### config.mk
export PLATFORM = sky130hd
export DESIGN_NAME = bsbe_ram
export DESIGN_NICKNAME = d
export VERILOG_FILES = /design/src/design/assert_macros.svh /design/src/design/bsbe_ram.sv
export SDC_FILE = /design/constraint.sdc
export NUM_CORES = 1
export LEC_CHECK = 0
export BUFFER_PORTS_ARGS = -buffer_cell sky130_fd_sc_hd__buf_2
export CAP_MARGIN = 20
export CORE_MARGIN = 10
export CORE_UTILIZATION = 38
export CTS_CLUSTER_DIAMETER = 100
export CTS_CLUSTER_SIZE = 16
export DETAILED_ROUTE_END_ITERATION = 8
export HOLD_SLACK_MARGIN = 0.02
export MAX_ROUTING_LAYER = met4
export SYNTH_ARGS = -nofsm -noshare
export SYNTH_HDL_FRONTEND = slang
export SYNTH_SLANG_ARGS = --single-unit
export TNS_END_PERCENT = 100
### constraint.sdc
create_clock -name clock -period 2.2 [get_ports clock]
set_input_delay 0 -clock clock [delete_from_list [all_inputs] [get_ports clock]]
set_output_delay 0 -clock clock [all_outputs]
set_load 0.01 [all_outputs]
### src/design/assert_macros.svh
// Assertion macros shared by the RTL files.
// No dependencies.
`ifndef ASSERT_MACROS_SVH
`define ASSERT_MACROS_SVH

// Implication checked on every clock edge, masked during reset.
`define ASSERT_IMPLIES(label, clk, rst, ante, cons, msg) \
   label: assert property (@(posedge clk) disable iff (rst) (ante) |-> (cons)) \
      else $error(msg);

// Implication whose consequent is checked in the cycle after the antecedent.
`define ASSERT_NEXT(label, clk, rst, ante, cons, msg) \
   label: assert property (@(posedge clk) disable iff (rst) (ante) |=> (cons)) \
      else $error(msg);

`endif

### src/design/bsbe_ram.sv
// Generic single-port-write, single-read RAM with registered read data.
// No dependencies.
module bsbe_ram #(
   parameter int Width = 8,
   parameter int Depth = 16
) (
   input  logic                     clock,
   input  logic                     wr_en,
   input  logic [$clog2(Depth)-1:0] wr_addr,
   input  logic [Width-1:0]         wr_data,
   input  logic [$clog2(Depth)-1:0] rd_addr,
   output logic [Width-1:0]         rd_data
);
   logic [Width-1:0] mem_ff [Depth];

   always_ff @(posedge clock) begin
      if (wr_en) begin
         mem_ff[wr_addr] <= wr_data;
      end
      rd_data <= mem_ff[rd_addr];
   end
endmodule
; ---- After elaboration in Yosys (flattened, before gate mapping)
; Memory sizes are Yosys's and may differ from the RTL's. A register that Yosys moved wholly into a read port is not among the register bits.
; Cells that the tools add are included.
[word_totals]
latchBits = 0
in_bits = 18
out_inout_bits = 8
rom_bits = 0
memories = 1
ram_bits = 128
register_bits = 0
elab_cells = 3
[mem_list]
columns = memory, depth, width, read_ports, rd_ports_with_merged_regs, wr, line_no
row1 = mem_ff, 16, 8, 1, 1, 1, bsbe_ram.sv:14  ; logic [Width-1:0] mem_ff [Depth];
[op_classes]
shifts = 0
order_cmp = 0
bitwise = 0
eq_ne = 0
n_reduce_logical = 0
mux = 2
n_addsub = 0
n_div = 0
n_mul = 0
[ops]
columns = cell, count
row1 = $mux 1, 2

; ---- Logic depth before layout (Yosys ltp)
[logic_depth]
depth_word = 2
mapped_depth = 5
depth_no_buf = 3

; ---- Worst setup path before layout
; OpenSTA, ideal clock, no wires.
[synth_path]
kind = input-to-reg
start = input port wr_addr[2]
end = memory mem_ff[0][0], enable pin
t_required_ps = 1817
path_slack_ps = 707
stages = 2
t_arrival_ps = 1110
n_path_buf = 0
setup_ps = 383
path_cell_list = or3b_2 > nor3_1
[synth_lines]
columns = element, line_no
row1 = "start, declared", bsbe_ram.sv:9  ; input logic [$clog2(Depth)-1:0] wr_addr,
row2 = "end, declared", bsbe_ram.sv:14
; No word-level cell before the write port.

==> flow_summary_export.csv <==
group,metric,value,unit
cts,clkTransAtPathRegs,0.06,ns
cts,cts.sinks,136,
power_and_ir_drop,leakagePower,2.13,nW
power_and_ir_drop,peakVddDrop,615,µV
synthesis,yosysWarningCount,0,
sta,fin_tns_setup,0,ns
placement,dp.cells,438,
critical_path,worstPathMaxFanout,1,
layout,num_antenna_cells,0,
global_routing,grt_first_pass_wirelength,15.5,mm
layout,mostFrequentLayoutCell,"edfxtp_1",
detailed_routing,firstDrtPassIters,4,
cts,cts_tree,"built",
sta,period_share,63.9,%
critical_path,worst_r2r_path_depth,3,
placement,place_ws,0.579,ns
layout,area_growth,21.9,%
layout,drive_gt1_share,30.5,%
layout,nets,307,
layout,fillers,1115,
detailed_routing,remaining_drc_errors,0,
floorplanning,die_y,136,µm
floorplanning,die_area,18600,µm²
critical_path,required,2.48,ns
layout,postLayoutCellArea,6270,µm²
detailed_routing,top_layer_used,"met4",
synthesis,yosysSeqAreaShare,77.8,%
sta,maxSlewHeadroom,48.4,%
global_routing,grt_max_degree,33,
synthesis,netlist_area,5150,µm²
global_routing,overflow,0,
detailed_routing,num_vias,2428,
detailed_routing,drt_iter0_drc,167,
global_routing,grt_pass1_vias,2567,
layout,final_cell_mix,"edfxtp_1, buf_2, mux4_2",
layout,ff_latch_area,4000,µm²
floorplanning,start_util,38.9,%
worst_hold_path,hold_path_class,"in2reg",
power_and_ir_drop,p_per_area,983,nW/µm²
critical_path,rr_endpoint,"rd_data[6]",
detailed_routing,wl_per_cell,21.7,µm
synthesis,synthDistinctLibCells,19,
sta,period_needed,1.40,ns
sta,fin_skew,0.00772,ns
sta,setup_slack,0.795,ns
cts,post_cts_buffers,0,
cts,clockBufferDepth,2,
placement,port_buffers,25,
floorplanning,coreArea,13200,µm²
cts,holdBufCountCts,8,
sta,slew_violations,0,
floorplanning,die_w,136,µm
detailed_routing,ant_nets,0,
global_routing,grt_use_total,11.9,%
detailed_routing,wirelength_met1,4.71,mm
cts,numCtsBuffers,17,
detailed_routing,dr_wl_met2,5.08,mm
floorplanning,rows,42,
cts,cts_resized,0,
critical_path,worstSetupStartpointType,"flip-flop",
job,cap_violations,0,
placement,hpwlAfterDp,6.33,mm
cts,clock_latency,0.40,ns
sta,whs,0.166,ns
cts,htree_num_levels,4,
synthesis,syn_nets,247,
global_routing,antenna_found_initial,0,
worst_hold_path,hold_path_end,"mem_ff[0][7]",
critical_path,reg2reg_from,"mem_ff[11][6]",
sta,worstMarginPinSlew,0.773,ns
sta,max_freq,712,MHz
layout,fin_cells,478,
critical_path,ff2ff_setup_slack,0.80,ns
layout,post-route-util,47.4,%
critical_path,cp.arrival,1.68,ns
sta,hold_violations,0,
detailed_routing,drt-total-wl,10.3,mm
floorplanning,num_io_pins,26,
sta,finalSetupViolations,0,
critical_path,setup.worst_path.end_class,"flip-flop",
placement,gp_congestion,0.769,
worst_hold_path,hold_start,"wr_addr[0]",
detailed_routing,met3_wirelength,431,µm
synthesis,syn_avg_cell_area,22.5,µm²
worst_hold_path,holdPathStages,3,
cts,cts_root_buffer,"clkbuf_16",
outcome,outcome,"finished clean",
detailed_routing,routed_via_density,5.08,
layout,multi_input_area,1060,µm²
critical_path,crit_type,"reg2reg",
power_and_ir_drop,p_total,6.16,mW
synthesis,postSynthCellCount,229,
placement,placed_cell_area,5570,µm²
synthesis,ys_seq_elements,136,
sta,rsz0062_at_grt,"false",
==> cell families after synthesis <==
group | synth area share (%)
compound gates | 2.33
simple gates | 3.18
flops | 77.8
mux | 15.0
buf+inv | 1.68
==> registers in the layout, indices dropped and copies added (netlist names) <==
name and flops:
mem_ff 128, rd_data 8
==> report_power, final <==
group	total [mW]	switching, mW	leakage [nW]	internal, mW
sequential	2.92	0.0194	1.22	2.90
combinational	0.285	0.161	0.609	0.125
clock	2.96	1.05	0.299	1.91
==> synth_stat cells <==
cell             number  area share [%]
nor3_1                4            0.39
nand3_1               1           0.097
buf_4                 1            0.15
buf_6                 3            0.66
or3b_2                1            0.17
nor2_1               13            0.95
and2b_1               1            0.15
and2_1                1            0.12
clkdlybuf4s25_2       3            0.58
a22oi_1              16             2.3
edfxtp_1            128              75
mux4_1               14             7.1
nand3b_1              2            0.29
nor2b_1               1            0.12
nand2_1               9            0.66
nand2b_1              2            0.24
mux4_2               18             7.9
buf_2                 3            0.29
dfxtp_1               8             3.1
==> worst max-delay path by stage <==
stage / start / end / slack, ns / depth (start not counted)
global placement: rd_addr[0] / rd_data[5] / 0.59 / 5
global route: mem_ff[10][6] / rd_data[6] / 0.73 / 3
floorplan: wr_addr[2] / mem_ff[0][0] / 0.71 / 2
detailed placement: rd_addr[0] / rd_data[6] / 0.58 / 5
CTS: mem_ff[10][6] / rd_data[6] / 0.78 / 3
finish: mem_ff[11][6] / rd_data[6] / 0.80 / 3
==> layer usage <==
layer	up-vias	global-route usage, %
li1	1096	-
met1	1272	15.0
met2	54	18.3
met3	6	2.88
met4	0	4.79
met5	-	-
==> cell type report <==
| class | count | area share (%) |
|---|---|---|
| clock inverter | 14 | 3.13 |
| tap | 176 | 3.51 |
| multi-input combinational | 83 | 16.9 |
| sequential | 136 | 63.8 |
| clock buffer | 18 | 6.84 |
| timing repair buffer | 51 | 5.82 |
==> worst max-delay path, stage by stage, from the launching register on <==
cell,delay [ns]
edfxtp_1,0.35
mux4_2,0.48
a22oi_1,0.36
nand2_1,0.08
(Power assumes the default switching activity.)
